===== src/rtl/core/kplt_ram.sv =====
`timescale 1ns / 1ps
module kplt_ram #(
  parameter int WIDTH = 8,
  parameter int DEPTH = 16,
  parameter int AW    = (DEPTH > 1) ? $clog2(DEPTH) : 1
) (
  input  logic             clk,
  input  logic             we,
  input  logic [AW-1:0]    waddr,
  input  logic [WIDTH-1:0] wdata,
  input  logic [AW-1:0]    raddr,
  output logic [WIDTH-1:0] rdata
);

  logic [WIDTH-1:0] mem [DEPTH];

  // one write port, registered read port
  always_ff @(posedge clk) begin
    if (we) begin
      mem[waddr] <= wdata;
    end
    rdata <= mem[raddr];
  end

endmodule


===== config.mk =====
export PLATFORM = sky130hd
export DESIGN_NAME = kplt_ram
export DESIGN_NICKNAME = d
export VERILOG_FILES = /design/src/rtl/core/kplt_ram.sv
export SDC_FILE = /design/constraint.sdc
export NUM_CORES = 1
export LEC_CHECK = 0
export BUFFER_PORTS_ARGS = -buffer_cell sky130_fd_sc_hd__buf_2
export CORE_UTILIZATION = 42
export DETAILED_ROUTE_END_ITERATION = 6
export PLACE_DENSITY_LB_ADDON = 0.15
export SYNTH_ARGS = -nofsm -noshare
export SYNTH_HDL_FRONTEND = slang
export SYNTH_SLANG_ARGS = --single-unit

===== constraint.sdc =====
create_clock -name clk -period 4.3 [get_ports clk]
set_input_delay 0.215 -clock clk [delete_from_list [all_inputs] [get_ports clk]]
set_output_delay 0.215 -clock clk [all_outputs]
set_load 0.02 [all_outputs]

### Word-level counts from Yosys, hierarchy flattened

Memory sizes are Yosys's and may differ from the RTL's. A register that Yosys moved wholly into a read port is not among the register bits.
Index checks and enable logic that the tools add are counted.

| storage, ports and cells | value |
|---|---|
| flip-flop bits (word level) | 0 |
| memory bits (writable) | 128 |
| output and inout port bits | 8 |
| word-level logic and storage cells | 3 |
| memories kept | 1 |

| cells by class | value |
|---|---|
| mux-type cells | 2 |

Memories:

| memory | depth | width | rd ports | clocked after memory_dff | write ports | line | text |
|---|---|---|---|---|---|---|---|
| mem | 16 | 8 | 1 | 1 | 1 | 15 | `logic [WIDTH-1:0] mem [DEPTH];` |

Operator list:

| kind | number |
|---|---|
| two-way mux 1 bit | 2 |

### Longest topological paths before layout

| depth | value |
|---|---|
| depth in word-level cells | 2 |
| mapped depth | 5 |
| depth with buffers taken out | 3 |

### Least setup slack after synthesis

No wires, ideal clock.

| path | value |
|---|---|
| path kind | input port to flip-flop |
| from | input port waddr[2] |
| to | memory mem[0][0] (enable) |
| arrival time | 1325 ps |
| path slack | 2592 ps |
| cell stages on the path | 2 |
| cells stage by stage | or3b_2 -> nor3_1 |

RTL lines:

| element | line | text |
|---|---|---|
| start: declaration | 9 | `input logic [AW-1:0] waddr,` |
| end: declaration | 15 |  |

No word-level cell before the write port.

==> results.txt <==
Required @ worst endpoint -> 4.59 ns
Core area -> 12000 um2
CP Launch Point -> raddr[0]
Port bufs -> 25
First-pass DRT Iterations -> 4
Via count -> 2298
Sink Count -> 136
Ratio of cells with drive above 1 in the final layout -> 0.282
Clock root buffer -> clkbuf_16
Syn Std Cell Area -> 5150 um2
Post-CTS Hold Buffers -> 0
TritonCTS clock tree -> yes
Slew Limit Fails -> 0
Critical path launch point type -> primary input
Clock Skew -> 0.00892 ns
Worst hold slack -> 0.191 ns
Clk_lat worst skew -> 0.41 ns
Final Wtd Congestion -> 0.697
Yosys reg bits -> 136
DP HPWL -> 5.81 mm
Initial antenna violation count -> 0
Postcts setup bufs -> 0
Cell Pwr Density -> 520 nW/um2
RSZ-0062 raised after global routing -> no
CTS Buf Count -> 17
R2R depth -> 3
Avg WL per Cell -> 22.4 um
Setup slack, reg-to-reg -> 2.87 ns
Initial Utilization -> 0.430
Die width -> 113 um
Critical Path AT -> 2.16 ns
Final period util -> 0.437
Most frequent cells in the layout -> edfxtp_1, buf_2, mux4_2, clkbuf_16, a22oi_1
Maxcap violations -> 0
Crit-path cells -> buf_2, mux4_1, a22oi_1, nand2_1
Crit Path Category -> primary input to flop
Die height -> 113 um
Worst min path class -> primary input to flop
Worst Hold Launch -> wdata[5]
Reg2reg end -> rdata[2]$_DFF_P_
Cells after synthesis -> 229
Crit path capture -> rdata[2]$_DFF_P_
Mapped Nets -> 247
Mean Syn Cell Area -> 22.5 um2
Library cells used by synthesis -> 19
CP Max Fanout -> 32
# setup viols final -> 0
Pin count of the biggest net entering global routing -> 33
Synth top area share -> 0.747
Final Core Density -> 0.504
N_diodes -> 0
Die ar. -> 12700 um2
H-tree depth -> 4
Clk slew on worst S/H paths -> 0.06 ns
IO Pins -> 26
DRC -> 0
Tmin final -> 1.88 ns
Max-slew headroom -> 0.254
Crit-path slowest cell -> buf_2
Syn-to-layout area delta -> 17.2%
Pleak -> 2.01 nW
Drt total wl -> 9.55 mm
Final worst setup slack -> 2.42 ns
# rows -> 40
NumNets Final -> 285
Synth area leader -> edfxtp_1
Final hold violation count -> 0
Yosys warns -> 0
Register area share after synthesis -> 0.778
Max Buffers Root-to-Sink -> 2
First-pass GRT wire length -> 14.5 mm
Hold Path Stages -> 1
Outcome -> completed
Max Clock Freq -> 533 MHz
Reg-to-reg startpoint -> mem[1][2]$_DFFE_PP_
Top area cells in the synthesized netlist -> edfxtp_1, mux4_2, mux4_1
Worst path bufs/invs -> 1
Crit path capture type -> flop
Vias in the first global route -> 2394
Peak supply drop -> 0.387 mV
Gr usage total -> 0.166
Post-route ant nets -> 0
GRT overflow -> 0
Worst-Margin Slew -> 1.12 ns
Worst path top cell family by delay -> buffers and inverters
Setup tns final -> 0 ns
Iter 0 DRT Violations -> 165
Dpl ws -> 1.96 ns
Post_cts resized -> 0
Via/cell ratio -> 5.38
WP depth -> 4
Critical path's largest stage delay -> 0.82 ns
Most common cell after layout, fill and taps aside -> edfxtp_1
[power by group]
group / switching [W] / internal (W) / leakage, nW
registers: 0.00000702 / 0.00148 / 1.22
clock network: 0.000512 / 0.000998 / 0.298
logic: 0.0000855 / 0.0000536 / 0.492
[stage by stage]
stage / total power (W) / instance area [um2] / cells
detailed placement: 0.00166 / 5400 / 395
floorplan: 0.00160 / 5150 / 229
CTS: 0.00316 / 6030 / 427
global placement: 0.00166 / 5400 / 395
global route: 0.00323 / 6030 / 427
finish: 0.00314 / 6030 / 427
[cell families (layout without fill, tap and decap cells)]
group / Yosys count / count (layout) / synth area share
compound gates: 16 / 16 / 0.0233
mux: 32 / 32 / 0.150
flops: 136 / 136 / 0.778
simple gates: 35 / 35 / 0.0318
buf+inv: 10 / 61 / 0.0168
[synth_stat cells, drive strengths merged]
master / n
a22oi: 16
and2: 1
and2b: 1
buf: 7
clkdlybuf4s25: 3
dfxtp: 8
edfxtp: 128
mux4: 32
nand2: 9
nand2b: 2
nand3: 1
nand3b: 2
nor2: 13
nor2b: 1
nor3: 4
or3b: 1
[sequential cells by signal (all words and copies together) (netlist names)]
register,flops
mem,128
rdata,8
[final cells by class]
type,count,area [um2]
fillers,941,5930
clock inverters,12,174
well taps,147,184
clock buffers,20,457
multi-input cells,83,1060
flip-flops and latches,136,4000
repair buffers,29,155
[worst register-to-register path, stage by stage, from the launching register on]
cell	delay, ns
edfxtp_1	0.36
mux4_1	0.53
a22oi_1	0.33
nand2_1	0.09
[layer usage]
metal,global-route usage,vias to the layer above,share of wire
met5,0,-,0
met4,0.0720,0,0.0064
met3,0.0493,4,0.045
met2,0.245,52,0.47
met1,0.232,1192,0.48
li1,-,1050,-
[how the worst min path moves through the flow]
stage / to / slack, ns
global placement: mem[7][6]$_DFFE_PP_ / 0.61
floorplan: mem[0][0]$_DFFE_PP_ / 0.31
finish: mem[6][5]$_DFFE_PP_ / 0.19
global route: mem[9][4]$_DFFE_PP_ / 0.19
detailed placement: mem[5][6]$_DFFE_PP_ / 0.61
CTS: mem[4][4]$_DFFE_PP_ / 0.18
Power figures use the tool's default switching activity.
