<file path="src/rtl/core/kplt_pkg.sv">
`timescale 1ns / 1ps
package kplt_pkg;

  // default sizes
  localparam int MAX_HELD_DEF     = 16;
  localparam int LAYOUT_DEPTH_DEF = 32;
  localparam int MAX_RESULTS      = 16;
  localparam int RES_W            = $clog2(MAX_RESULTS + 1);

  // input operations
  localparam logic [1:0] OP_KEY   = 2'd0;
  localparam logic [1:0] OP_TICK  = 2'd1;
  localparam logic [1:0] OP_ENTRY = 2'd2;
  localparam logic [1:0] OP_NONE  = 2'd3;

  // configuration register indexes
  localparam int CFG_IDX_W = 3;
  localparam int CFG_W     = 16;
  localparam logic [CFG_IDX_W-1:0] CFG_FIRST_COUNT = 3'd0;
  localparam logic [CFG_IDX_W-1:0] CFG_REPEAT_START = 3'd1;
  localparam logic [CFG_IDX_W-1:0] CFG_SLOW_PERIOD = 3'd2;
  localparam logic [CFG_IDX_W-1:0] CFG_FAST_START = 3'd3;
  localparam logic [CFG_IDX_W-1:0] CFG_FAST_PERIOD = 3'd4;
  localparam logic [CFG_IDX_W-1:0] CFG_LONG_PRESS = 3'd5;
  localparam logic [CFG_IDX_W-1:0] CFG_VLONG_PRESS = 3'd6;

  // configuration reset values
  localparam logic [CFG_W-1:0] FIRST_COUNT_RST  = 16'd30;
  localparam logic [CFG_W-1:0] REPEAT_START_RST = 16'd50;
  localparam logic [CFG_W-1:0] SLOW_PERIOD_RST  = 16'd10;
  localparam logic [CFG_W-1:0] FAST_START_RST   = 16'd200;
  localparam logic [CFG_W-1:0] FAST_PERIOD_RST  = 16'd2;
  localparam logic [CFG_W-1:0] LONG_PRESS_RST   = 16'd0;
  localparam logic [CFG_W-1:0] VLONG_PRESS_RST  = 16'd0;

  // short codes that make an entry a counter
  localparam logic [9:0] COUNTER_CODE_X = 10'd1;
  localparam logic [9:0] COUNTER_CODE_Y = 10'd2;

  // held press flag bits
  localparam int FLAG_COUNT = 0;
  localparam int FLAG_LONG  = 1;
  localparam int FLAG_VLONG = 2;

  // remainder unit step count
  localparam int DIV_STEPS = 32;

  typedef struct packed {
    logic [1:0]         op;
    logic [9:0]         key_code;
    logic               pressed;
    logic [4:0]         entry_index;
    logic [9:0]         modifier_code;
    logic [9:0]         short_code;
    logic [9:0]         long_code;
    logic [9:0]         very_long_code;
    logic signed [31:0] count_amount;
  } in_beat_t;

  typedef struct packed {
    logic               event_kind;
    logic [9:0]         evt_code;
    logic signed [31:0] event_value;
    logic               last;
  } out_beat_t;

  typedef struct packed {
    logic signed [31:0] count_amount;
    logic [9:0]         very_long_code;
    logic [9:0]         long_code;
    logic [9:0]         short_code;
    logic [9:0]         modifier_code;
    logic [9:0]         key_code;
  } lay_word_t;

  typedef struct packed {
    logic done;
    logic zero;
  } mod_sts_t;

  typedef enum logic [3:0] {
    ST_IDLE,
    ST_PA_REQ,
    ST_PA_CHK,
    ST_PB_REQ,
    ST_PB_CHK,
    ST_RL_REQ,
    ST_RL_CHK,
    ST_RL_CAP,
    ST_RL_EMIT,
    ST_TK_REQ,
    ST_TK_CHK,
    ST_TK_CAP,
    ST_TK_EVAL,
    ST_TK_MOD,
    ST_TK_EMIT,
    ST_FIN
  } state_t;

  function automatic logic is_counter(input logic [9:0] code);
    return (code == COUNTER_CODE_X) || (code == COUNTER_CODE_Y);
  endfunction

  // event of an entry's short code
  function automatic out_beat_t ent_evt(input lay_word_t w);
    out_beat_t ev;
    ev.event_kind  = is_counter(w.short_code);
    ev.evt_code    = w.short_code;
    ev.event_value = ev.event_kind ? w.count_amount : 32'sd1;
    ev.last        = 1'b0;
    return ev;
  endfunction

endpackage

</file>
<file path="src/rtl/core/kplt_mod.sv">
`timescale 1ns / 1ps
module kplt_mod import kplt_pkg::*; (
  input  logic        clk,
  input  logic        rst_n,
  input  logic        start,
  input  logic [31:0] dividend,
  input  logic [15:0] divisor,
  output mod_sts_t    sts
);

  logic [31:0] d_r;
  logic [15:0] p_r;
  logic [15:0] rem_r;
  logic [5:0]  cnt_r;
  logic        done_r;
  logic [16:0] trial;
  logic [16:0] diff;
  logic [15:0] rem_nxt;

  // one restoring remainder step per cycle while the step counter runs
  always_comb begin
    trial   = {rem_r, d_r[31]};
    diff    = trial - {1'b0, p_r};
    rem_nxt = (trial >= {1'b0, p_r}) ? diff[15:0] : trial[15:0];
  end

  // step counter and done pulse
  always_ff @(posedge clk) begin
    if (!rst_n) begin
      cnt_r  <= '0;
      done_r <= 1'b0;
    end else begin
      done_r <= 1'b0;
      if (start) begin
        cnt_r <= 6'(DIV_STEPS);
      end else if (cnt_r != '0) begin
        cnt_r <= cnt_r - 6'd1;
        if (cnt_r == 6'd1) begin
          done_r <= 1'b1;
        end
      end
    end
  end

  // operands and partial remainder
  always_ff @(posedge clk) begin
    if (start) begin
      d_r   <= dividend;
      p_r   <= divisor;
      rem_r <= '0;
    end else if (cnt_r != '0) begin
      d_r   <= {d_r[30:0], 1'b0};
      rem_r <= rem_nxt;
    end
  end

  assign sts.done = done_r;
  assign sts.zero = (rem_r == '0);

endmodule

</file>
<file path="config.mk">
export PLATFORM = sky130hd
export DESIGN_NAME = kplt_mod
export DESIGN_NICKNAME = d
export VERILOG_FILES = /design/src/rtl/core/kplt_pkg.sv /design/src/rtl/core/kplt_mod.sv
export SDC_FILE = /design/constraint.sdc
export NUM_CORES = 1
export LEC_CHECK = 0
export BUFFER_PORTS_ARGS = -buffer_cell sky130_fd_sc_hd__buf_4
export CELL_PAD_IN_SITES_DETAIL_PLACEMENT = 2
export CELL_PAD_IN_SITES_GLOBAL_PLACEMENT = 2
export CORE_MARGIN = 3
export CORE_UTILIZATION = 34
export DETAILED_ROUTE_END_ITERATION = 8
export PLACE_DENSITY_LB_ADDON = 0.25
export SLEW_MARGIN = 15
export SYNTH_ARGS = -nofsm -noshare
export SYNTH_HDL_FRONTEND = slang
export SYNTH_SLANG_ARGS = --single-unit
</file>
<file path="constraint.sdc">
create_clock -name clk -period 2.2 [get_ports clk]
set_clock_uncertainty 0.2 [all_clocks]
set_input_delay 0.11 -clock clk [delete_from_list [all_inputs] [get_ports clk]]
set_output_delay 0.11 -clock clk [all_outputs]
set_load 0.05 [all_outputs]
</file>
# Yosys cells after proc, flatten, opt, wreduce, memory -nomap -nowiden
# Index checks and enable logic that the tools add are counted.
# word_totals
ff_bits	71
wordCells	23
latch_bits	0
ramBits	0
mem_count	0
rom_bits	0
output_inout_bits	2
# op_classes
n_eq_ne	1
n_lt_le_gt_ge	1
addsub	2
shift	0
div	0
mul	0
reduce_logical	5
n_mux	6
bitwise_logic	2
# ops
operator	count
32-bit two-way mux	2
17-bit by 16-bit >= comparator with 1-bit output	1
16-bit zero test	1
16-bit two-way mux	1
16-bit subtractor	1
6-bit two-way mux	2
6-bit by 1-bit == test with 1-bit output, second input constant	1
6-bit nonzero test	1
6-bit by 1-bit subtractor with 6-bit output, second input constant	1
3-bit OR reduction	1
1-bit NOT	2
2-bit nonzero test	1
2-bit OR reduction	1
1-bit two-way mux	1

# Logic depth before layout (Yosys ltp)
# Gate-level depths: netlist of run 1.
# logic_depth
word_depth	3
mapped_depth	10
depth_no_buf	10

# Least setup slack after synthesis of run 1
# Ideal clock, no wire load.
# synth_timing
kind	register -> register
startpoint	reg p_r[12]
endpoint	reg rem_r[11]
setup_time_ns	0.120
arrival_time_ns	2.081
required_ns	1.880
slack_ns	-0.200
path_stages_with_launch	11
n_path_buf	2
path_cell_list	edfxtp_1 -> inv_1 -> ha_1 -> clkbuf_2 -> a21oi_1 -> o21a_1 -> nor3b_4 -> a31o_4 -> buf_6 -> a21oi_1 -> o31a_1
# synth_via
elab_chain_len	2
# synth_rtl
element	line	rtl
start, declared	kplt_mod.sv:12	logic [15:0] p_r;
start signal, assigned	kplt_mod.sv:49	p_r <= divisor;
17-bit by 16-bit >= comparator with 1-bit output	kplt_mod.sv:24	rem_nxt = (trial >= {1'b0, p_r}) ? diff[15:0] : trial[15:0];
16-bit two-way mux	kplt_mod.sv:24	
end signal, assigned	kplt_mod.sv:53	rem_r <= rem_nxt;
end, declared	kplt_mod.sv:13	logic [15:0] rem_r;
# No other way between the ends.
# A chain may end at the register's enable or synchronous reset.

# Worst setup path in the final report of run 1
# layout_timing
startpoint	reg p_r[9]
endpoint	reg rem_r[2]
# Same word-level chain as after synthesis.

==> run summary, run 1 <==
SYNTHESIS
---------------------------------------------------------------------------------
Proportion of synthesized chip area in sequential cells ............        0.487
Yosys top cell by area .............................................     edfxtp_1
Post-synth top flop ................................................     edfxtp_1
Post-synthesis sequential element count ............................           71
Area of the mapped netlist .........................................  0.00391 mm²
Instance count of the mapped netlist ...............................          352
Number of warnings issued by yosys .................................            0
Fraction of post-synthesis cell area in the top cell type by area ..        0.369
Number of distinct library cells after synthesis ...................           58
Largest cells by area after synthesis .............................. edfxtp_1 (37%), dfxtp_1 (12%), mux2_2 (9.2%), ha_1 (5.8%), nand2_1 (2.9%)
Cell with the most instances after synthesis .......................     edfxtp_1
Net count after synthesis ..........................................          422
Average cell area after synthesis ..................................     11.1 µm²
EDFF count, synth ..................................................           48
Top cells by instance count after synthesis ........................ edfxtp_1 (48), mux2_2 (32), nand2_1 (30), nor2_1 (30), dfxtp_1 (23)
Share of synthesized registers carrying an async set or reset ......            0

CRITICAL PATH
---------------------------------------------------------------------------------
Launching element type of the critical path ........................    flip-flop
Gate family responsible for the most delay along the worst path .... compound AO/OA/AOI/OAI gates
Slowest cell on the critical path ..................................     edfxtp_1
Bufs and invs on worst path ........................................            2
Data arrival time of the worst path ................................      2.80 ns
CP endpoint kind ...................................................    flip-flop
Highest fanout seen on the critical path ...........................            5
Longest individual stage delay on the worst path ...................      0.40 ns
Cells along the critical path ...................................... inv_2 -> ha_4 -> nand4_4 -> nor4b_4 -> nor3b_4 -> a31oi_4 -> buf_6 -> mux2i_2 -> a211oi_2
Critical setup path kind ...........................................      reg2reg
Crit path required time ............................................      2.22 ns

LAYOUT
---------------------------------------------------------------------------------
Fin nets ...........................................................          615
Post-layout instance count excluding filler cells ..................          690
Post-Layout Inst Area ..............................................  0.00667 mm²
Number of diodes added for antenna fixing ..........................            0
Area growth syn-to-layout ..........................................        70.5%
Fraction of the core area covered by cells at the end of the flow ..        0.604
Filler cells .......................................................         1011
Share of cells above drive strength 1 ..............................        0.527

STA
---------------------------------------------------------------------------------
Slew at the pin with the worst max-slew slack ......................     0.794 ns
Slew Viols, Final ..................................................            0
Final Setup Violations .............................................           16
Final setup slack of the worst path ................................    -0.577 ns
Setup TNS after final layout .......................................     -7.53 ns
Clock period minus worst slack .....................................      2.78 ns
Total count of hold-check failures in the final report .............            0
Final period utilization ...........................................         1.26
Setup repair after global routing missed its margin ................         true
Minimum hold slack .................................................    0.0749 ns
Fmax ...............................................................      360 MHz
Relative slew slack ................................................        0.466

GLOBAL ROUTE
---------------------------------------------------------------------------------
Total grt overflow .................................................            0
Number of global-route vias before repair ..........................         4530
GRT Total Usage ....................................................        0.311
Largest net degree at the start of global routing ..................           41
First-pass GRT wire length .........................................      29.0 mm
Initial antenna violation count ....................................            1

ROUTE
---------------------------------------------------------------------------------
Total Routed Length ................................................      23.4 mm
Vias per Instance ..................................................         5.95
Remaining antenna violation count ..................................            0
Number of optimization iterations in the first detailed-route pass .            5
Violation count after the first detailed-routing iteration .........          404
Detailed-route via count ...........................................         4103
Drc violations .....................................................            0
Routed wire per std cell ...........................................      33.9 µm

CTS
---------------------------------------------------------------------------------
Root cell of the clock tree ........................................    clkbuf_16
Clock buffers created by TritonCTS .................................            9
Clock-pin slew on the worst setup and hold paths ...................      0.07 ns
CTS sink count .....................................................           71
H-Tree Depth .......................................................            3
Deepest clock path buffer count ....................................            2
Clock latency of the later-clocked register in the worst-skew pair .      0.37 ns
CTS tree ...........................................................          yes

DIE
---------------------------------------------------------------------------------
Chip Width .........................................................       113 µm
Number of core rows ................................................           38
Area enclosed by the die boundary ..................................   0.0128 mm²
Die height .........................................................       113 µm
Standard cell core area ............................................   0.0110 mm²
I/O pin cnt ........................................................           53
Starting Density ...................................................        0.354

RUN STATUS
---------------------------------------------------------------------------------
Failing checks ..................................................... setup timing
Status ............................................................. complete, but fails checks

PWR
---------------------------------------------------------------------------------
P_leak .............................................................      2.64 nW
Pwr per Cell Area ..................................................  1540 mW/mm²
Final total power ..................................................      10.3 mW
Max rail drop VDD ..................................................      1040 µV

PLACEMENT
---------------------------------------------------------------------------------
Number of input and output port buffers inserted ...................           52
Post-detailed-placement half-perimeter wirelength ..................      9.10 mm
Placer Congestion ..................................................        0.857
Cell count after placement .........................................          612
Setup Slack @ Placement ............................................    -0.504 ns
Area of placed instances ...........................................  0.00507 mm²

WORST HOLD PATH
---------------------------------------------------------------------------------
Hold crit path type ................................................       in2reg

FLOW RUN
---------------------------------------------------------------------------------
Max-cap viol count .................................................            0

[cell type report]
| cell class | instances | area [µm²] | area share |
|---|---|---|---|
| clock buffers | 9 | 225 | 0.0338 |
| clock inverters | 7 | 120 | 0.0180 |
| inverters | 22 | 82.6 | 0.0124 |
| multi-input cells | 244 | 2500 | 0.375 |
| flip-flops and latches | 71 | 1900 | 0.285 |
| well taps | 140 | 175 | 0.0263 |
| repair buffers | 197 | 1660 | 0.249 |
[power by group]
part,internal (mW),total [mW],switching (mW)
logic,2.72,6.27,3.55
clock network,1.11,1.82,0.707
registers,1.86,2.19,0.330
total,5.69,10.3,4.59
[per-layer routing]
layer | GRT usage | wire length (µm) | part of all wire | vias up
li1 | - | - | - | 1705
met1 | 0.351 | 8550 | 0.37 | 2097
met2 | 0.558 | 12300 | 0.52 | 206
met3 | 0.0674 | 1260 | 0.054 | 93
met4 | 0.145 | 1330 | 0.057 | 2
met5 | 0 | 13 | 0.00056 | -
[path summary, 6_finish.rpt]
kind	from	end	slack [ns]	depth (start not counted)
hold reg to reg	d_r[6]	d_r[7]	0.36	1
hold / removal	start	p_r[0]	0.07	1
setup / recovery	p_r[9]	rem_r[2]	-0.58	9
setup reg to reg	p_r[9]	rem_r[2]	-0.58	9
[registers in the layout (all words and copies together) (netlist names)]
| name | flops |
|---|---|
| rem_r | 16 |
| cnt_r | 6 |
| p_r | 16 |
| done_r | 1 |
| d_r | 32 |
[cell usage in the layout (no fill, tap or decap), types with 3 or more instances in the layout]
master,count
buf_4,134
dlygate4sd3_1,49
edfxtp_1,48
mux2_2,32
nand2_1,26
nor2_1,25
dfxtp_1,23
inv_1,14
ha_4,13
buf_6,13
xnor2_1,9
clkbuf_16,9
inv_2,8
a21oi_1,7
a211oi_2,6
a21oi_4,6
nor4_1,5
nand3_1,5
ha_1,5
nor2_2,4
nand4_1,4
nand2_2,4
nand2b_1,4
a311oi_2,4
o21ai_0,4
a21o_1,3
o21ai_4,3
o21ai_2,3
a41oi_2,3
xor2_1,3
bufinv_16,3
[worst register-to-register path: cells and delay by family (launching register included)]
family,cells,cell delay [ns]
AOI/OAI and AO/OA,2,0.70
and+or+nand+nor,3,0.68
DFF,1,0.40
adders and majority gates,1,0.31
buffers and inverters,2,0.26
muxes,1,0.08
[repair_timing]
action / 4_1_cts / 5_1_grt
setup buffers: 9 / 4
pin swaps: 32 / 23
gates cloned: 1 / 0
resized for setup: 85 / 40
setup endpoints to repair: 16 / 16
endpoints found under the hold margin: 51 / 0
hold buffers: 49 / 0
[logic make-up after synthesis]
| kind of cell | after synthesis | share of synthesized area |
|---|---|---|
| compound gates | 74 | 0.143 |
| buf+inv | 38 | 0.0423 |
| fa+ha+maj | 19 | 0.0627 |
| mux | 34 | 0.0973 |
| xor+xnor | 15 | 0.0336 |
| flops | 71 | 0.487 |
| simple gates | 101 | 0.134 |
No activity file was read; power rests on OpenSTA's default activity.
==> run 2: changes to the inputs <==
--- a/config.mk
+++ b/config.mk
@@ -9,7 +9,8 @@
 export CELL_PAD_IN_SITES_DETAIL_PLACEMENT = 2
 export CELL_PAD_IN_SITES_GLOBAL_PLACEMENT = 2
 export CORE_MARGIN = 3
-export CORE_UTILIZATION = 34
+export CORE_UTILIZATION = 35
+export CTS_BUF_LIST = sky130_fd_sc_hd__clkbuf_8
 export DETAILED_ROUTE_END_ITERATION = 8
 export PLACE_DENSITY_LB_ADDON = 0.25
 export SLEW_MARGIN = 15
==> run 2 against run 1 <==
Compared with the run above: the flow now stops in global routing; area after synthesis unchanged; synthesized cell count stayed put.
==> run summary, run 2 <==
CTS
--------------------------------------------------------------------------------
H-Tree Depth ......................................................            3   unchanged
Root cell of the clock tree .......................................     clkbuf_8
Deepest clock path buffer count ...................................            2   unchanged
CTS sink count ....................................................           71   unchanged
Clock buffers created by TritonCTS ................................            9   unchanged

SYNTHESIS
--------------------------------------------------------------------------------
Cell with the most instances after synthesis ......................     edfxtp_1
Number of distinct library cells after synthesis ..................           58   unchanged
Top cells by instance count after synthesis ....................... edfxtp_1 (48), mux2_2 (32), nand2_1 (30), nor2_1 (30), dfxtp_1 (23)
Instance count of the mapped netlist ..............................          352   unchanged
Proportion of synthesized chip area in sequential cells ...........        0.487   unchanged
Fraction of post-synthesis cell area in the top cell type by area .        0.369   unchanged
Post-synth top flop ...............................................     edfxtp_1
Post-synthesis sequential element count ...........................           71   unchanged
Net count after synthesis .........................................          422   unchanged
Number of warnings issued by yosys ................................            0   unchanged
EDFF count, synth .................................................           48   unchanged
Area of the mapped netlist ........................................  0.00391 mm²   unchanged
Largest cells by area after synthesis ............................. edfxtp_1 (37%), dfxtp_1 (12%), mux2_2 (9.2%), ha_1 (5.8%), nand2_1 (2.9%)
Yosys top cell by area ............................................     edfxtp_1
Average cell area after synthesis .................................     11.1 µm²   unchanged
Share of synthesized registers carrying an async set or reset .....            0   unchanged

RUN STATUS
--------------------------------------------------------------------------------
Fail Step ......................................................... global routing
Error Message ..................................................... [ERROR DPL-0033] detailed placement checks failed during check placement.
Status ............................................................ did not finish

DIE
--------------------------------------------------------------------------------
Die height ........................................................       112 µm   -1.4%
Number of core rows ...............................................           37   -2.6%
Chip Width ........................................................       112 µm   -1.4%
Starting Density ..................................................        0.369   +0.0143
I/O pin cnt .......................................................           53   unchanged

PLACEMENT
--------------------------------------------------------------------------------
Post-detailed-placement half-perimeter wirelength .................      9.26 mm   +1.8%
Placer Congestion .................................................        0.842   -1.7%
Number of input and output port buffers inserted ..................           52   unchanged

STA
--------------------------------------------------------------------------------
Worst endpoint, post-GRT repair ................................... rem_r[1]$_SDFFE_PP0P_/D
Pin type at the end of the worst path ............................. sequential cell input

GLOBAL ROUTE
--------------------------------------------------------------------------------
Largest net degree at the start of global routing .................           37
Initial antenna violation count ...................................            0

-- run 2: per-stage QoR --
step / area, µm² / worst slack, ns / util / TNS [ns] / std cells
floorplan: 3950 / -0.135 / - / -1.20 / 352
global placement: 5010 / -0.332 / 0.472 / -4.50 / 599
detailed placement: 5010 / -0.498 / 0.472 / -6.15 / 599
CTS: 6350 / -0.329 / 0.599 / -2.83 / 682
-- run 2: repair_timing --
action | CTS
hold endpoints to repair | 53
cloned | 1
endpoints found under the setup margin | 16
pin swaps | 35
hold buffers | 50
setup buffers | 18
gates resized for setup | 94
-- run 2: kinds of logic after synthesis --
kind of cell	after synthesis	synth area share
adder cells (fa/ha/maj)	19	0.0627
AO/OA/AOI/OAI	74	0.143
XOR/XNOR	15	0.0336
buffers and inverters	38	0.0423
flip-flops	71	0.487
AND/OR/NAND/NOR	101	0.134
multiplexers	34	0.0973
==> run 3: changes to the inputs <==
--- a/config.mk
+++ b/config.mk
@@ -6,13 +6,10 @@
 export NUM_CORES = 1
 export LEC_CHECK = 0
 export BUFFER_PORTS_ARGS = -buffer_cell sky130_fd_sc_hd__buf_4
-export CELL_PAD_IN_SITES_DETAIL_PLACEMENT = 2
-export CELL_PAD_IN_SITES_GLOBAL_PLACEMENT = 2
 export CORE_MARGIN = 3
 export CORE_UTILIZATION = 35
-export CTS_BUF_LIST = sky130_fd_sc_hd__clkbuf_8
 export DETAILED_ROUTE_END_ITERATION = 8
-export PLACE_DENSITY_LB_ADDON = 0.25
+export PLACE_DENSITY_LB_ADDON = 0.15
 export SLEW_MARGIN = 15
 export SYNTH_ARGS = -nofsm -noshare
 export SYNTH_HDL_FRONTEND = slang
==> constraint.sdc (replaced) <==
create_clock -name clk -period 2.9 [get_ports clk]
set_clock_uncertainty 0.2 [all_clocks]
set_input_delay 0.145 -clock clk [delete_from_list [all_inputs] [get_ports clk]]
set_output_delay 0.145 -clock clk [all_outputs]
set_load 0.05 [all_outputs]
==> run 3 against run 2 <==
Compared with the run above: the run now ends clean.
==> run summary, run 3 (synthesized netlist as in run 1, its figures left out) <==
DIE
---------------------------------------------------------------------------------
Starting Density ...................................................        0.369   unchanged
I/O pin cnt ........................................................           53   unchanged
Number of core rows ................................................           37   unchanged
Chip Width .........................................................       112 µm   unchanged
Die height .........................................................       112 µm   unchanged
Standard cell core area ............................................   0.0106 mm²
Area enclosed by the die boundary ..................................   0.0125 mm²

CTS
---------------------------------------------------------------------------------
Root cell of the clock tree ........................................     clkbuf_8
Clock latency of the later-clocked register in the worst-skew pair .      0.36 ns
Setup fix buffers added after clock tree synthesis .................            0   -18
CTS tree ...........................................................          yes
CTS sink count .....................................................           71   unchanged
Clock buffers created by TritonCTS .................................            9   unchanged
H-Tree Depth .......................................................            3   unchanged
Clock-pin slew on the worst setup and hold paths ...................      0.08 ns
Deepest clock path buffer count ....................................            2   unchanged

PWR
---------------------------------------------------------------------------------
P_leak .............................................................      2.08 nW
Pwr per Cell Area ..................................................   888 mW/mm²
Switching Share ....................................................        0.387
Combinational fraction of design power .............................        0.470
Net switching power ................................................      1.79 mW
Max rail drop VDD ..................................................       307 µV
Sequential cell fraction of total power ............................        0.338
Fraction of power consumed by the clock network ....................        0.192
Cell internal pwr ..................................................      2.85 mW

STA
---------------------------------------------------------------------------------
Relative slew slack ................................................        0.550
Fmax ...............................................................      372 MHz
Final setup slack of the worst path ................................     0.210 ns
Final period utilization ...........................................        0.927
Setup repair after global routing missed its margin ................        false
Setup TNS after final layout .......................................         0 ns
Total count of hold-check failures in the final report .............            0
Final Setup Violations .............................................            0
Clock period minus worst slack .....................................      2.69 ns
Slew Viols, Final ..................................................            0
Slew at the pin with the worst max-slew slack ......................     0.668 ns

LAYOUT
---------------------------------------------------------------------------------
Fraction of the core area covered by cells at the end of the flow ..        0.493
Register ranked first by flip-flop count ...........................          d_r
Top flop regs ...................................................... d_r (32), p_r (16), rem_r (16)
Number of diodes added for antenna fixing ..........................            0
Fin nets ...........................................................          534
Post-layout instance count excluding filler cells ..................          605
Top library cells by usage in the layout, fill and taps aside ...... buf_4 (68), dlygate4sd3_1 (49), edfxtp_1 (48)
Max FFs per register ...............................................           32
Share of cells above drive strength 1 ..............................        0.267
Most common library cell in the layout ignoring fill and taps ......        buf_4
Area growth syn-to-layout ..........................................        33.7%

CRITICAL PATH
---------------------------------------------------------------------------------
Slowest cell on the critical path ..................................      o21ai_0
Most used cell along the critical path .............................     a211oi_1
Data arrival time of the worst path ................................      2.77 ns
Cells along the critical path ...................................... ha_1 -> nor2_1 -> a211oi_1 -> o21ai_0 -> a31oi_4 -> mux2i_1 -> a211oi_1
Critical setup path kind ...........................................      reg2reg
Launching element type of the critical path ........................    flip-flop
CP endpoint kind ...................................................    flip-flop
Highest fanout seen on the critical path ...........................           11
Longest individual stage delay on the worst path ...................      0.55 ns
Crit path required time ............................................      2.98 ns

ROUTE
---------------------------------------------------------------------------------
Remaining antenna violation count ..................................            0
Routed wire per std cell ...........................................      14.7 µm
Total Routed Length ................................................      8.88 mm
Detailed-route via count ...........................................         3060
Number of optimization iterations in the first detailed-route pass .            4
Drc violations .....................................................            0
Violation count after the first detailed-routing iteration .........          158
Vias per Instance ..................................................         5.06

PLACEMENT
---------------------------------------------------------------------------------
Cell count after placement .........................................          540   -9.8%
Post-detailed-placement half-perimeter wirelength ..................      6.22 mm   -33%
Number of input and output port buffers inserted ...................           52   unchanged
Placer Congestion ..................................................        0.846   +0.46%
Setup Slack @ Placement ............................................     0.213 ns   +0.711 ns

WORST HOLD PATH
---------------------------------------------------------------------------------
Hold crit path type ................................................       in2reg

GLOBAL ROUTE
---------------------------------------------------------------------------------
Number of global-route vias before repair ..........................         3078
Initial antenna violation count ....................................            0
First-pass GRT wire length .........................................      15.0 mm
Largest net degree at the start of global routing ..................           33
Total grt overflow .................................................            0
GRT Total Usage ....................................................        0.149

FLOW RUN
---------------------------------------------------------------------------------
Max-cap viol count .................................................            0

RUN STATUS
---------------------------------------------------------------------------------
Status ............................................................. finished clean

run 3: per-layer routing:
metal	track usage	share of wire	vias to the layer above
met5	0	0	-
met4	0.0624	0.017	0
met3	0.0261	0.039	11
met2	0.235	0.46	60
met1	0.203	0.48	1448
li1	-	-	1541
run 3: final timing paths:
path                  from  endpoint  cells after the start  slack (ns)
setup / recovery  rem_r[1]  rem_r[1]                      7        0.21
hold / removal       start    p_r[1]                      1        0.01
hold reg to reg   rem_r[7]  rem_r[8]                      2        0.32
setup reg to reg  rem_r[1]  rem_r[1]                      7        0.21
run 3: layout make-up:
class                      count  area (µm²)
fill                         951        5380
clock buffer                   9         124
sequential                    71        1900
timing repair buffer         117        1000
clock inverter                 7        96.3
tap                          136         170
multi-input combinational    243        1850
inverter                      22        82.6
run 3: what timing repair did:
| item | CTS | global route |
|---|---|---|
| setup endpoints to repair | 0 | 6 |
| endpoints found under the hold margin | 51 | 0 |
| hold buffers | 49 | 0 |
| resized for setup | 0 | 2 |
run 3: power by group through the flow:
stage               logic, mW  registers [mW]  clock network [mW]
floorplan                1.59            1.55                   0
global placement         2.11            1.59                   0
detailed placement       2.11            1.59                   0
CTS                      2.17            1.57               0.920
global route             2.44            1.60               0.955
finish                   2.18            1.57               0.893
run 3: per-stage QoR:
stage	hold WS [ns]	power [mW]	instance area, µm²
3_5_place_dp	0.124	3.70	4510
4_1_cts	0.00748	4.67	5220
5_1_grt	0.0177	4.99	5230
2_1_floorplan	0.0439	3.14	3910
6_report	0.0123	4.64	5230
3_3_place_gp	0.123	3.69	4510
run 3: worst max-delay path, delay by kind of cell (launching register included):
family	cells	cell delay, ns
multiplexers	1	0.20
AO/OA/AOI/OAI	4	1.24
AND/OR/NAND/NOR	1	0.24
flip-flops	1	0.41
adder cells (fa/ha/maj)	1	0.31
==> run 4: changes to the inputs <==
--- a/config.mk
+++ b/config.mk
@@ -5,11 +5,12 @@
 export SDC_FILE = /design/constraint.sdc
 export NUM_CORES = 1
 export LEC_CHECK = 0
-export BUFFER_PORTS_ARGS = -buffer_cell sky130_fd_sc_hd__buf_4
 export CORE_MARGIN = 3
 export CORE_UTILIZATION = 35
 export DETAILED_ROUTE_END_ITERATION = 8
+export DONT_BUFFER_PORTS = 1
 export PLACE_DENSITY_LB_ADDON = 0.15
+export SETUP_SLACK_MARGIN = 0.3
 export SLEW_MARGIN = 15
 export SYNTH_ARGS = -nofsm -noshare
 export SYNTH_HDL_FRONTEND = slang
==> constraint.sdc (replaced) <==
create_clock -name clk -period 3.43 [get_ports clk]
set_clock_uncertainty 0.2 [all_clocks]
set_input_delay 0.1715 -clock clk [delete_from_list [all_inputs] [get_ports clk]]
set_output_delay 0.1715 -clock clk [all_outputs]
set_load 0.05 [all_outputs]
==> run 4 against run 3 <==
Compared with the run above: setup slack gained 0.30 ns; combinational power down 22%; routed wire length shrank 4.7%; critical path depth up 2; non-clock buffer count shrank 62; highest routed layer unchanged.
==> run summary, run 4 (synthesized netlist as in run 1, its figures left out) <==
STA
---------------------------------------------------------------------------------
Relative slew slack ................................................        0.549   -0.000583
Fmax ...............................................................      342 MHz   -7.9%
Setup TNS after final layout .......................................         0 ns   unchanged
Final Setup Violations .............................................            0   unchanged
Slew Viols, Final ..................................................            0   unchanged
Minimum hold slack .................................................     0.192 ns   +0.179 ns
Final period utilization ...........................................        0.852   -0.0759
Setup repair after global routing missed its margin ................        false
Slew at the pin with the worst max-slew slack ......................     0.675 ns   +0.00650 ns
Clock period minus worst slack .....................................      2.92 ns   +0.231 ns
Total count of hold-check failures in the final report .............            0   unchanged

CTS
---------------------------------------------------------------------------------
Deepest clock path buffer count ....................................            2   unchanged
Clock-pin slew on the worst setup and hold paths ...................      0.08 ns   about the same
CTS tree ...........................................................          yes
Clock buffers created by TritonCTS .................................            9   unchanged
Clock latency of the later-clocked register in the worst-skew pair .      0.37 ns   about the same
CTS sink count .....................................................           71   unchanged
H-Tree Depth .......................................................            3   unchanged
Root cell of the clock tree ........................................     clkbuf_8

CRITICAL PATH
---------------------------------------------------------------------------------
Worst R2R Start ....................................................       p_r[8]
CP endpoint kind ...................................................    flip-flop
Worst reg2reg path depth ...........................................            9   +2
Reg-to-reg setup timing slack ......................................      0.51 ns   +0.30 ns
Launching element type of the critical path ........................    flip-flop
Highest fanout seen on the critical path ...........................            7   -4
Start point of the critical path ...................................       p_r[8]
Cells along the critical path ...................................... inv_1 -> ha_1 -> nand4_1 -> a2111oi_4 -> nor3_2 -> o21ai_1 -> nand4_1 -> a41oi_1 -> dlygate4sd3_1
Bufs and invs on worst path ........................................            2   +2
Gate family responsible for the most delay along the worst path .... compound AO/OA/AOI/OAI gates
Crit path required time ............................................      3.55 ns   +0.57 ns
Critical path destination ..........................................     rem_r[5]
Critical setup path kind ...........................................      reg2reg
Data arrival time of the worst path ................................      3.04 ns   +0.27 ns
Reg-to-Reg End .....................................................     rem_r[5]
Most used cell along the critical path .............................      nand4_1
Longest individual stage delay on the worst path ...................      0.56 ns   about the same
Slowest cell on the critical path .................................. dlygate4sd3_1
Number of gates on the worst path with buffers counted .............            9   +2

LAYOUT
---------------------------------------------------------------------------------
Max FFs per register ...............................................           32   unchanged
Share of cells above drive strength 1 ..............................        0.147   -0.119
Area growth syn-to-layout ..........................................        22.6%
Post-Layout Inst Area ..............................................  0.00479 mm²   -8.3%
Most common library cell in the layout ignoring fill and taps ...... dlygate4sd3_1
Register ranked first by flip-flop count ...........................          d_r
Top library cells by usage in the layout, fill and taps aside ...... dlygate4sd3_1 (51), edfxtp_1 (48), mux2_2 (32)
Fraction of the core area covered by cells at the end of the flow ..        0.452   -0.0408
Fin nets ...........................................................          472   -12%
Filler cells .......................................................         1000   +5.2%
Top flop regs ...................................................... d_r (32), p_r (16), rem_r (16)

PWR
---------------------------------------------------------------------------------
P_leak .............................................................      1.79 nW   -14%
Pwr per Cell Area ..................................................   791 mW/mm²   -11%
Final total power ..................................................      3.79 mW   -18%
Max rail drop VDD ..................................................       318 µV   +3.6%

ROUTE
---------------------------------------------------------------------------------
Drc violations .....................................................            0   unchanged
Vias per Instance ..................................................         5.21   +3.1%
Violation count after the first detailed-routing iteration .........          194   +23%
Detailed-route via count ...........................................         2842   -7.1%
Remaining antenna violation count ..................................            0   unchanged
Total Routed Length ................................................      8.46 mm   -4.7%
Number of optimization iterations in the first detailed-route pass .            4   unchanged
Routed wire per std cell ...........................................      15.5 µm   +5.8%

GLOBAL ROUTE
---------------------------------------------------------------------------------
Largest net degree at the start of global routing ..................           69   +110%
Total grt overflow .................................................            0   unchanged
Number of global-route vias before repair ..........................         2821   -8.3%
Initial antenna violation count ....................................            0   unchanged
First-pass GRT wire length .........................................      13.9 mm   -7.7%
GRT Total Usage ....................................................        0.141   -0.00881

DIE
---------------------------------------------------------------------------------
Number of core rows ................................................           37   unchanged
Standard cell core area ............................................   0.0106 mm²   unchanged
Chip Width .........................................................       112 µm   unchanged
Area enclosed by the die boundary ..................................   0.0125 mm²   unchanged
I/O pin cnt ........................................................           53   unchanged
Die height .........................................................       112 µm   unchanged
Starting Density ...................................................        0.369   unchanged

PLACEMENT
---------------------------------------------------------------------------------
Area of placed instances ...........................................  0.00401 mm²   -11%
Post-detailed-placement half-perimeter wirelength ..................      5.61 mm   -9.7%
Placer Congestion ..................................................        0.820   -3.1%
Number of input and output port buffers inserted ...................            0   -100%

WORST HOLD PATH
---------------------------------------------------------------------------------
Hold crit path type ................................................       in2reg

RUN STATUS
---------------------------------------------------------------------------------
Status ............................................................. finished clean

FLOW RUN
---------------------------------------------------------------------------------
Max-cap viol count .................................................            0   unchanged

[run 4: worst register-to-register path, stage by stage, from the launching register on]
cell	delay (ns)
edfxtp_1	0.33
inv_1	0.04
ha_1	0.40
nand4_1	0.24
a2111oi_4	0.39
nor3_2	0.15
o21ai_1	0.23
nand4_1	0.13
a41oi_1	0.20
dlygate4sd3_1	0.56
[run 4: worst min-delay path by stage]
| stage | startpoint | slack [ns] | cells past startpoint | endpoint |
|---|---|---|---|---|
| floorplan | divisor[0] | 0.07 | 0 | p_r[0] |
| global placement | start | 0.04 | 1 | rem_r[2] |
| detailed placement | start | 0.05 | 1 | rem_r[2] |
| CTS | start | 0.17 | 2 | d_r[19] |
| global route | divisor[3] | 0.20 | 1 | p_r[3] |
| finish | start | 0.19 | 2 | d_r[19] |
[run 4: layout make-up]
class / count / area (µm²) / area share
Inverter: 22 / 82.6 / 0.0172
Timing Repair Buffer: 55 / 561 / 0.117
Antenna cell: 2 / 5.00 / 0.00104
Multi-Input combinational cell: 243 / 1860 / 0.388
Tap cell: 136 / 170 / 0.0355
Clock buffer: 10 / 128 / 0.0266
Clock inverter: 6 / 85.1 / 0.0178
Sequential cell: 71 / 1900 / 0.397
[run 4: where the power goes]
part | leakage (nW) | switching [mW] | total, mW | internal, mW
combinational | 1.01 | 0.999 | 1.70 | 0.702
clock | 0.102 | 0.331 | 0.738 | 0.407
sequential | 0.676 | 0.160 | 1.35 | 1.19
[run 4: per-layer routing]
metal  GRT usage  vias to the layer above  share of wire
li1            -                     1424              -
met5           0                        -              0
met4      0.0689                        0          0.020
met2       0.211                       59           0.46
met3      0.0370                       15          0.042
met1       0.188                     1344           0.48
[run 4: per-stage QoR]
step	setup slack, ns	instances
global route	0.331	543
global placement	0.655	474
finish	0.509	545
detailed placement	0.681	474
floorplan	1.03	352
CTS	0.329	542
[run 4: timing repair]
item	4_1_cts	5_1_grt
buffers inserted	0	1
hold endpoints to repair	87	0
hold buffers	52	0
endpoints found under the setup margin	0	1
gates resized for setup	0	3
